## config.mk

```make
export PLATFORM = sky130hd
export DESIGN_NAME = blended_heat_capacity_interp_top
export DESIGN_NICKNAME = d
export VERILOG_FILES = /design/src/rtl/bhc_pkg.sv /design/src/rtl/bhc_lerp.sv /design/src/rtl/blended_heat_capacity_interp_top.sv
export SDC_FILE = /design/constraint.sdc
export NUM_CORES = 2
export LEC_CHECK = 0
export BUFFER_PORTS_ARGS = -buffer_cell sky130_fd_sc_hd__buf_2
export CORE_UTILIZATION = 38
export DETAILED_ROUTE_END_ITERATION = 10
export GPL_TIMING_DRIVEN = 0
export RECOVER_POWER = 100
export SLEW_MARGIN = 20
export SYNTH_ARGS = -nofsm -noshare
export SYNTH_HDL_FRONTEND = slang
export SYNTH_SLANG_ARGS = --single-unit
export TNS_END_PERCENT = 20
```

## constraint.sdc

```tcl
create_clock -name clk_i -period 10.9 [get_ports clk_i]
set_input_delay 0.545 -clock clk_i [delete_from_list [all_inputs] [get_ports clk_i]]
set_output_delay 0.545 -clock clk_i [all_outputs]
set_load 0.03 [all_outputs]
```

## src/rtl/bhc_pkg.sv

```systemverilog
// shared constants, tables and types for the blended heat capacity interpolator
`default_nettype none
package bhc_pkg;

  localparam int unsigned TEMP_W = 16;
  localparam int unsigned P_W    = 17;
  localparam int unsigned HC_W   = 16;
  localparam int unsigned GRID_N = 29;
  localparam int unsigned IDX_W  = 5;
  localparam int unsigned FRAC_W = 11;
  localparam int unsigned E_W    = 17;
  localparam int unsigned D_W    = 18;
  localparam int unsigned V_W    = 27;
  localparam int unsigned VS_W   = 30;
  localparam int unsigned PROD_W = 44;
  localparam int unsigned Z_W    = 25;
  localparam int unsigned ZM_W   = 51;
  localparam int unsigned ZM_SH  = 35;

  localparam logic [TEMP_W-1:0] T_LOW    = 16'd4800;
  localparam logic [TEMP_W-1:0] T_HIGH   = 16'd49600;
  localparam logic [TEMP_W-1:0] STEP     = 16'd1600;
  localparam logic [IDX_W-1:0]  LAST_SEG = 5'd27;
  localparam logic [P_W-1:0]    P_ONE    = 17'd65536;

  // floor(x / 25) for x below 1024
  localparam logic [20:0] RECIP_25 = 21'd1311;
  // floor(z / 625) for z below 2**25
  localparam logic [ZM_W-1:0] RECIP_625 = 51'd54975582;
  localparam logic [PROD_W-1:0] ROUND_HALF = 44'd81920000;

  // entries in hundredths of J/(kg K)
  localparam logic [E_W-1:0] TAB_A [GRID_N] = '{
    17'd23551, 17'd26579, 17'd28214, 17'd29221, 17'd29911, 17'd30424, 17'd30832, 17'd31174,
    17'd31476, 17'd31759, 17'd32044, 17'd32360, 17'd32741, 17'd33231, 17'd33877, 17'd34730,
    17'd35840, 17'd37254, 17'd39012, 17'd41146, 17'd43678, 17'd46621, 17'd49980, 17'd53750,
    17'd57917, 17'd62463, 17'd67363, 17'd72588, 17'd78108
  };

  localparam logic [E_W-1:0] TAB_B [GRID_N] = '{
    17'd20371, 17'd22579, 17'd23577, 17'd24133, 17'd24492, 17'd24747, 17'd24944, 17'd25104,
    17'd25243, 17'd25370, 17'd25496, 17'd25632, 17'd25793, 17'd25993, 17'd26247, 17'd26567,
    17'd26957, 17'd27417, 17'd27935, 17'd28496, 17'd29080, 17'd29670, 17'd30247, 17'd30800,
    17'd31321, 17'd31808, 17'd32259, 17'd32676, 17'd33064
  };

  typedef struct packed {
    logic s2;
    logic s3;
  } lerp_en_t;

endpackage
`default_nettype wire

```

## src/rtl/bhc_lerp.sv

```systemverilog
// two pipeline stages of linear interpolation between two table entries
`default_nettype none
module bhc_lerp (
  input  wire logic                         clk_i,
  input  wire bhc_pkg::lerp_en_t            en_i,
  input  wire logic [bhc_pkg::E_W-1:0]      lo_i,
  input  wire logic [bhc_pkg::E_W-1:0]      hi_i,
  input  wire logic [bhc_pkg::FRAC_W-1:0]   frac_i,
  output logic      [bhc_pkg::V_W-1:0]      v_o
);
  import bhc_pkg::*;

  logic        [E_W-1:0]    lo_q;
  logic signed [D_W-1:0]    diff_q, diff_d;
  logic        [FRAC_W-1:0] frac_q;
  logic        [V_W-1:0]    v_q, v_d;
  logic signed [VS_W-1:0]   base_s, step_s, sum_s;

  assign diff_d = $signed({1'b0, hi_i}) - $signed({1'b0, lo_i});

  always_ff @(posedge clk_i) begin
    if (en_i.s2) begin
      lo_q   <= lo_i;
      diff_q <= diff_d;
      frac_q <= frac_i;
    end
  end

  always_comb begin
    base_s = $signed(VS_W'(lo_q)) * $signed(VS_W'(STEP));
    step_s = $signed(VS_W'(frac_q)) * VS_W'(diff_q);
    sum_s  = base_s + step_s;
    v_d    = sum_s[VS_W-1] ? '0 : sum_s[V_W-1:0];
  end

  always_ff @(posedge clk_i) begin
    if (en_i.s3) begin
      v_q <= v_d;
    end
  end

  assign v_o = v_q;

endmodule
`default_nettype wire

```

## src/rtl/blended_heat_capacity_interp_top.sv

```systemverilog
// top level of the blended heat capacity interpolator
`default_nettype none
// Takes one temperature word (unsigned Q12.4 kelvin) per cycle when the output is not
// stalled and returns one heat capacity word (unsigned Q10.6 J/(kg K), rounded to
// nearest) for each one. Two 29-point tables on a 100 K grid from
// 300 K to 3100 K are interpolated linearly and held flat outside the grid, then
// blended by the plutonium fraction register (Q1.16, values above one act as one).
// The path is seven register stages: segment search, table read, interpolation,
// blend multiply, sum and rounding, reciprocal multiply for the final scaling,
// output register. Each stage holds only while the one after it is full and
// stalled, so bubbles close up; with no output stall one word per cycle flows.
module blended_heat_capacity_interp_top (
  input  wire logic                        clk_i,
  input  wire logic                        rst_ni,
  input  wire logic                        cfg_we_i,
  input  wire logic [bhc_pkg::P_W-1:0]     cfg_wdata_i,
  input  wire logic                        in_valid_i,
  output logic                             in_stall_o,
  input  wire logic [bhc_pkg::TEMP_W-1:0]  temperature_i,
  output logic                             out_valid_o,
  input  wire logic                        out_stall_i,
  output logic      [bhc_pkg::HC_W-1:0]    heat_capacity_o
);
  import bhc_pkg::*;

  localparam int unsigned NST = 7;

  logic [P_W-1:0] pu_fraction_q;
  logic [NST-1:0] valid_q, valid_d, ready;

  // stage 1
  logic              lo1, hi1;
  logic [TEMP_W-1:0] t1;
  logic [20:0]       seg_prod;
  logic              lo_q, hi_q;
  logic [TEMP_W-1:0] t_q;
  logic [IDX_W-1:0]  idx_q;

  // stage 2
  logic [TEMP_W-1:0] off2, rem2;
  logic [IDX_W-1:0]  idx2, idx2n;
  logic [FRAC_W-1:0] frac2;
  lerp_en_t          lerp_en;

  // stage 3 outputs
  logic [V_W-1:0] va, vb;

  // stage 4
  logic [P_W-1:0]    psat, pinv;
  logic [PROD_W-1:0] prod_a_q, prod_b_q;

  // stage 5 to 7
  logic [PROD_W-1:0] sum5;
  logic [Z_W-1:0]    z_q;
  logic [ZM_W-1:0]   zm_q;
  logic [HC_W-1:0]   hc_q;

  always_ff @(posedge clk_i or negedge rst_ni) begin
    if (!rst_ni) begin
      pu_fraction_q <= '0;
    end else if (cfg_we_i) begin
      pu_fraction_q <= cfg_wdata_i;
    end
  end

  // pipeline control
  always_comb begin
    ready[NST-1] = !valid_q[NST-1] || !out_stall_i;
    for (int k = NST-2; k >= 0; k--) begin
      ready[k] = !valid_q[k] || ready[k+1];
    end
    valid_d[0] = ready[0] ? in_valid_i : valid_q[0];
    for (int k = 1; k < NST; k++) begin
      valid_d[k] = ready[k] ? valid_q[k-1] : valid_q[k];
    end
  end

  always_ff @(posedge clk_i or negedge rst_ni) begin
    if (!rst_ni) begin
      valid_q <= '0;
    end else begin
      valid_q <= valid_d;
    end
  end

  assign in_stall_o  = !ready[0];
  assign out_valid_o = valid_q[NST-1];

  // segment search
  always_comb begin
    lo1      = temperature_i <= T_LOW;
    hi1      = temperature_i >= T_HIGH;
    t1       = temperature_i - T_LOW;
    seg_prod = 21'(t1[TEMP_W-1:6]) * RECIP_25;
  end

  always_ff @(posedge clk_i) begin
    if (ready[0]) begin
      lo_q  <= lo1;
      hi_q  <= hi1;
      t_q   <= t1;
      idx_q <= seg_prod[19:15];
    end
  end

  // fraction within segment and clamping
  always_comb begin
    off2 = TEMP_W'(idx_q) * STEP;
    rem2 = t_q - off2;
    if (lo_q) begin
      idx2  = '0;
      frac2 = '0;
    end else if (hi_q) begin
      idx2  = LAST_SEG;
      frac2 = STEP[FRAC_W-1:0];
    end else begin
      idx2  = idx_q;
      frac2 = rem2[FRAC_W-1:0];
    end
    idx2n      = idx2 + IDX_W'(1);
    lerp_en.s2 = ready[1];
    lerp_en.s3 = ready[2];
  end

  bhc_lerp u_lerp_a (
    .clk_i  (clk_i),
    .en_i   (lerp_en),
    .lo_i   (TAB_A[idx2]),
    .hi_i   (TAB_A[idx2n]),
    .frac_i (frac2),
    .v_o    (va)
  );

  bhc_lerp u_lerp_b (
    .clk_i  (clk_i),
    .en_i   (lerp_en),
    .lo_i   (TAB_B[idx2]),
    .hi_i   (TAB_B[idx2n]),
    .frac_i (frac2),
    .v_o    (vb)
  );

  // blend weights
  always_comb begin
    psat = (pu_fraction_q > P_ONE) ? P_ONE : pu_fraction_q;
    pinv = P_ONE - psat;
  end

  always_ff @(posedge clk_i) begin
    if (ready[3]) begin
      prod_a_q <= PROD_W'(pinv) * PROD_W'(va);
      prod_b_q <= PROD_W'(psat) * PROD_W'(vb);
    end
  end

  // round, drop the 2**18 part of the 163840000 divisor
  assign sum5 = prod_a_q + prod_b_q + ROUND_HALF;

  always_ff @(posedge clk_i) begin
    if (ready[4]) begin
      z_q <= sum5[Z_W+17:18];
    end
  end

  // remaining division by 625
  always_ff @(posedge clk_i) begin
    if (ready[5]) begin
      zm_q <= ZM_W'(z_q) * RECIP_625;
    end
  end

  always_ff @(posedge clk_i) begin
    if (ready[6]) begin
      hc_q <= zm_q[ZM_W-1:ZM_SH];
    end
  end

  assign heat_capacity_o = hc_q;

endmodule
`default_nettype wire
```

# == Yosys cells after proc, flatten, opt, wreduce, memory -nomap -nowiden ==
# Memory sizes are Yosys's and may differ from the RTL's.
# Cells that the tools add are included.
# op_classes
order_cmp,5
mul,9
mux,12
n_addsub,10
bitwise,2
reduce_logical,17
# op_table
op,n
two-way mux 17 bit,9
multiplier 17 x 27 -> 43 bit,2
adder 30 bit,2
multiplier 12 x 18 -> 30 bit,2
multiplier 25 x 25 -> 50 bit (second input constant),1
multiplier 17 x 5 -> 22 bit (second input constant),2
adder 43 x 27 -> 43 bit (second input constant),1
adder 43 bit,1
subtractor 17 x 17 -> 18 bit,2
multiplier 10 x 11 -> 20 bit (second input constant),1
> comparator 17 bit (second input constant),1
subtractor 17 bit (first input constant),1
>= comparator 16 bit (second input constant),1
<= comparator 16 x 13 -> 1 bit (second input constant),1
subtractor 16 x 13 -> 16 bit (second input constant),1
>= comparator 6 bit (second input constant),2
NOT 5 -> 6 bit,2
two-way mux 11 bit,1
subtractor 11 bit,1
two-way mux 5 bit,2
logical NOT 1 bit,9
logical OR 1 bit,7
adder 5 x 1 -> 5 bit (second input constant),1
multiplier 5 x 4 -> 5 bit (second input constant),1
OR reduction 2 bit,1
# totals
rom_bits,2176
inputBits,38
output_inout_bits,18
reg_bits,354
elab_cells,84
memories,4
# mem_list
memory,depth,width,read_ports,rd_clocked_by_memory_dff,write_ports,line_no,source
(name not given),32,17,1,0,0,blended_heat_capacity_interp_top.sv:138,".hi_i (TAB_B[idx2n]),"
(name not given),32,17,1,0,0,blended_heat_capacity_interp_top.sv:137,".lo_i (TAB_B[idx2]),"
(name not given),32,17,1,0,0,blended_heat_capacity_interp_top.sv:129,".hi_i (TAB_A[idx2n]),"
(name not given),32,17,1,0,0,blended_heat_capacity_interp_top.sv:128,".lo_i (TAB_A[idx2]),"

# == Longest topological paths before layout ==
# logic_depth
depth_word,9
depth_mapped,37
ltp_nobuf,34

# == By module ==
# From an unflattened synthesis, not the netlist that was laid out.
# hier_totals
cells_unflattened,8320
area_unflattened_um2,77911.0
# modules_own_cells
mod,seq_area_each_um2,cells_per_inst,instances,area_each_um2
blended_heat_capacity_interp_top,5435.2,5768,1,52816.9
bhc_lerp,2192.1,1276,2,12547.0

# == Worst setup path after synthesis ==
# OpenSTA, ideal clock, no wires.
# synth_timing
kind,register to register
from,reg pu_fraction_q[1]
to,reg prod_a_q[40] (data pin)
period_less_slack_ns,9.128
setup_slack_ns,1.772
setup_time_ns,0.258
required_time_ns,10.642
arrival_time_ns,8.871
n_path_buf,3
path_stages_with_launch,37
cell_sequence,dfrtp_1 or4_1 or4_4 o31ai_4 and2_1 clkbuf_1 clkbuf_1 inv_1 ha_1 inv_1 a211oi_1 nand2_1 xnor2_1 clkbuf_1 nand2_1 fa_1 inv_1 fa_1 inv_1 fa_1 inv_1 fa_1 fa_1 inv_1 fa_1 inv_1 ha_1 and4_1 nand2_1 or2_2 a211oi_1 o211ai_1 a2111oi_0 o31ai_1 o21ai_0 a21oi_1 xnor2_1
# synth_between
elab_chain_cells,4
# synth_rtl
element,line_no,source
"start, declared",blended_heat_capacity_interp_top.sv:28,logic [P_W-1:0] pu_fraction_q;
"start signal, assigned",blended_heat_capacity_interp_top.sv:62,pu_fraction_q <= cfg_wdata_i;
> comparator 17 bit,blended_heat_capacity_interp_top.sv:145,psat = (pu_fraction_q > P_ONE) ? P_ONE : pu_fraction_q;
two-way mux 17 bit (*),blended_heat_capacity_interp_top.sv:145,
subtractor 17 bit (*),blended_heat_capacity_interp_top.sv:146,pinv = P_ONE - psat;
multiplier 17 x 27 -> 43 bit (*),blended_heat_capacity_interp_top.sv:151,prod_a_q <= PROD_W'(pinv) * PROD_W'(va);
"end signal, assigned",blended_heat_capacity_interp_top.sv:151,
"end, declared",blended_heat_capacity_interp_top.sv:50,"logic [PROD_W-1:0] prod_a_q, prod_b_q;"
# Every way passes the cells marked *; elsewhere a longest branch is shown, timed or not.
# A chain may end at the register's enable or synchronous reset.

# == Worst setup path after layout ==
# layout_timing
from,reg pu_fraction_q[1]
to,reg prod_a_q[42] (data pin)
# The elaborated chain is that of the path after synthesis.

==> out/metrics.yaml <==
detailed_routing:
  avgViaCountPerCell: 4.949
  vias: 54812
  drc_errors: 1
  antenna_left: 0
  top_layer: "met4"
  route.met2.wl_mm: 102.5
  firstDrtPassIters: 9
  wl_mm: 207.8
  routedWlPerCell_um: 18.77
  first_iter_violations: 3296
  wl_met1_mm: 85.17
  dr_wl_met3_mm: 10.84
die:
  die_y_um: 451.8
  die_area_sq_um: 204100
  core.rowCount: 164
  core_region_area_sq_um: 200300
  die_x_um: 451.8
  io_pins: 56
  initial_core_util_pct: 38.38
global_route:
  first_global_vias: 59648
  grt_max_degree: 63
  grt_overflow_total: 0
  antenna_found_initial: 0
  grt_first_pass_wirelength_mm: 331.7
  grt_util_all_layers_pct: 20.79
sta:
  period_share_pct: 96.30
  hold_viol: 0
  period_needed_ns: 10.50
  fin_hold_ws_ns: 0.1320
  slew_headroom_pct: -121.7
  tightest_slew_ns: 3.326
  setup_violations: 0
  fin_skew_ns: 0.07666
  fmax_mhz: 95.27
  grt_setup_unrepaired: "false"
  report.final.slew_viol_count: 228
job:
  cap_violations: 5
worst_setup_path:
  rrSetupSlack_ns: 0.40
  cp_slowest_stage_delay_ns: 0.60
  cp.required_ns: 11.28
  cp-start-kind: "flop"
  cpMaxStageDelayCell: "or4_1"
  worstPathArrival_ns: 10.88
  cp_max_fo: 10
  critPathKind: "flop to flop"
  cp-end-kind: "flop"
synthesis:
  synth_seq_cells: 319
  synth-async-reset-ratio_pct: 7.524
  synth_area_sq_um: 76870
  syn_nets: 10740
  yosysWarningCount: 0
  netlist_instances: 8275
  avgSynthCellArea_sq_um: 9.290
  synth.distinct_cells: 82
  synth-edff-count: 295
  ys.flop_type: "edfxtp_1"
  seq_area_frac_synth_pct: 12.30
placed_design:
  placed_cell_area_sq_um: 80670
  gp_congestion: 0.9669
  dp_hpwl_mm: 178.9
  port_buffers: 54
cells_and_area:
  finalNetCount: 10850
  syn_to_final_growth_pct: 6.737
  nFillCells: 19972
  fin_area_sq_um: 82050
  antennaDiodeCount: 0
  layout-drive-gt1-share_pct: 2.245
clocking:
  cts_tree: "built"
  cts_root_buf: "clkbuf_16"
  clk_transition_reported_paths_ns: 0.06
  clock_path_buffers: 3
  htreeDepth: 2
  cts_buffers: 42
  clock_latency_ns: 0.64
  cts.sink_count: 319
status:
  outcome: "finished, violations left"
  violations: "design-rule violations, max-capacitance violations, max-slew violations"
hold_path:
  hold_path_class: "input pin to flop"
-- stage by stage --
| step | std cells | TNS (ns) | setup slack (ns) | util [%] |
|---|---|---|---|---|
| global route | 11075 | 0 | 0.01373 | 40.97 |
| detailed placement | 10993 | -3.584 | -0.9987 | 40.28 |
| global placement | 10985 | -10.60 | -1.407 | 40.18 |
| floorplan | 8275 | 0 | 1.772 | - |
| CTS | 11074 | 0 | 0.07355 | 41.03 |
| finish | 11075 | 0 | 0.4037 | 40.97 |
-- kinds of logic after synthesis --
kind of cell | synth area share (%)
buffers and inverters | 12.09
xor gates and xnor gates | 2.933
adders and majority gates | 53.91
muxes | 0.3271
AOI/OAI and AO/OA | 6.133
DFF | 12.30
and+or+nand+nor | 12.30
-- flip-flops by register name, summed over array words and instances, names as in the netlist, 5 cells and up --
register	count
u_lerp_a.diff_q	18
valid_q	7
z_q	25
zm_q	16
heat_capacity_o	16
u_lerp_b.diff_q	18
u_lerp_b.lo_q	16
u_lerp_a.v_o	27
u_lerp_b.v_o	27
u_lerp_b.frac_q	11
pu_fraction_q	17
prod_b_q	43
prod_a_q	43
idx_q	5
u_lerp_a.lo_q	17
t_q	11
-- worst max-delay path, delay by kind of cell (launching register included) --
family	cells	cell delay [ns]
compound gates	10	2.75
simple gates	4	1.60
buf+inv	8	1.16
fa+ha+maj	8	3.67
xor+xnor	2	0.54
flops	1	0.48
-- Yosys cell counts, drive strengths merged, types with 7 or more instances --
cell | number | area (sq um)
inv | 2153 | 8082
xor2 | 66 | 578.1
a21o | 86 | 645.6
dfrtp | 24 | 600.6
nand4 | 15 | 93.84
xnor2 | 185 | 1677
a31o | 12 | 105.1
a21boi | 9 | 67.56
nand3 | 44 | 220.2
o21ai | 149 | 745.7
mux2 | 17 | 191.4
buf | 65 | 276.5
o221ai | 7 | 61.31
o311ai | 7 | 61.31
a211oi | 36 | 270.3
ha | 952 | 11910
o21bai | 34 | 255.2
or3 | 15 | 93.84
fa | 1475 | 29530
or2 | 16 | 100.1
nand2 | 1100 | 4129
and2 | 389 | 2434
a31oi | 23 | 150.1
nor2b | 52 | 325.3
o31ai | 10 | 93.84
o211ai | 22 | 165.2
nand2b | 32 | 200.2
edfxtp | 295 | 8859
clkbuf | 248 | 932.1
o22ai | 8 | 50.05
nor3 | 71 | 360.3
nor2 | 228 | 855.8
o21a | 28 | 210.2
nor3b | 8 | 60.06
a21oi | 226 | 1131
and3 | 46 | 287.8
a221oi | 15 | 143.9
nor4 | 18 | 112.6
-- worst paths after layout --
path	cells after the start	from	end
min in group asynchronous	2	rst_ni	valid_q[5]
max in group asynchronous	2	rst_ni	pu_fraction_q[3]
worst min-delay path	2	cfg_wdata_i[0]	pu_fraction_q[0]
worst max register to register	32	pu_fraction_q[1]	prod_a_q[42]
worst max-delay path	32	pu_fraction_q[1]	prod_a_q[42]
worst min register to register	0	zm_q[44]	heat_capacity_o[9]
-- layout by cell type (no fill, tap or decap), types with 9 or more instances in the layout --
| cell type | Yosys | routed |
|---|---|---|
| inv_1 | 2153 | 2152 |
| fa_1 | 1475 | 1475 |
| nand2_1 | 1100 | 1100 |
| ha_1 | 952 | 952 |
| and2_1 | 389 | 372 |
| edfxtp_1 | 295 | 295 |
| clkbuf_1 | 247 | 282 |
| nor2_1 | 228 | 227 |
| a21oi_1 | 226 | 226 |
| xnor2_1 | 179 | 175 |
| o21ai_0 | 147 | 146 |
| a21o_1 | 86 | 85 |
| nor3_1 | 70 | 71 |
| xor2_1 | 66 | 64 |
| nor2b_1 | 52 | 52 |
| buf_1 | 51 | 48 |
| and3_1 | 46 | 46 |
| nand3_1 | 44 | 44 |
| clkbuf_16 | 0 | 42 |
| buf_2 | 11 | 40 |
| o21bai_1 | 34 | 34 |
| a211oi_1 | 36 | 34 |
| nand2b_1 | 32 | 32 |
| o21a_1 | 28 | 28 |
| dfrtp_1 | 24 | 24 |
| a31oi_1 | 22 | 23 |
| o211ai_1 | 22 | 22 |
| nor4_1 | 18 | 17 |
| and2_0 | 0 | 17 |
| mux2_2 | 17 | 17 |
| nand4_1 | 15 | 15 |
| or3_1 | 15 | 15 |
| or2_2 | 15 | 14 |
| a221oi_1 | 13 | 14 |
| a31o_2 | 12 | 11 |
| clkinv_2 | 0 | 10 |
| a21boi_0 | 9 | 9 |
-- final cells by class --
type | count | area, sq um | area share (%)
Timing Repair Buffer | 68 | 362.8 | 0.4422
Tap cell | 2656 | 3323 | 4.050
Buffer | 311 | 1192 | 1.453
Clock buffer | 48 | 1094 | 1.333
Multi-Input combinational cell | 5488 | 58210 | 70.94
Inverter | 2155 | 8090 | 9.860
Sequential cell | 319 | 9459 | 11.53
Clock inverter | 30 | 322.8 | 0.3934
-- what timing repair did --
| action | 4_1_cts | 5_1_grt |
|---|---|---|
| buffers inserted | 2 | 3 |
| hold buffers | 1 | 0 |
| gates resized for setup | 8 | 9 |
| hold endpoints to repair | 7 | 0 |
| endpoints found under the setup margin | 11 | 10 |
| pin swaps | 1 | 3 |
-- routing by layer --
metal | track usage (%) | vias to the layer above
met5 | 0 | -
met3 | 2.457 | 348
met2 | 36.42 | 1498
met1 | 25.97 | 27693
li1 | - | 25273
met4 | 8.300 | 0
Power is not shown: default switching activity piles up to over one toggle a cycle in this logic, so the estimate is an artifact.
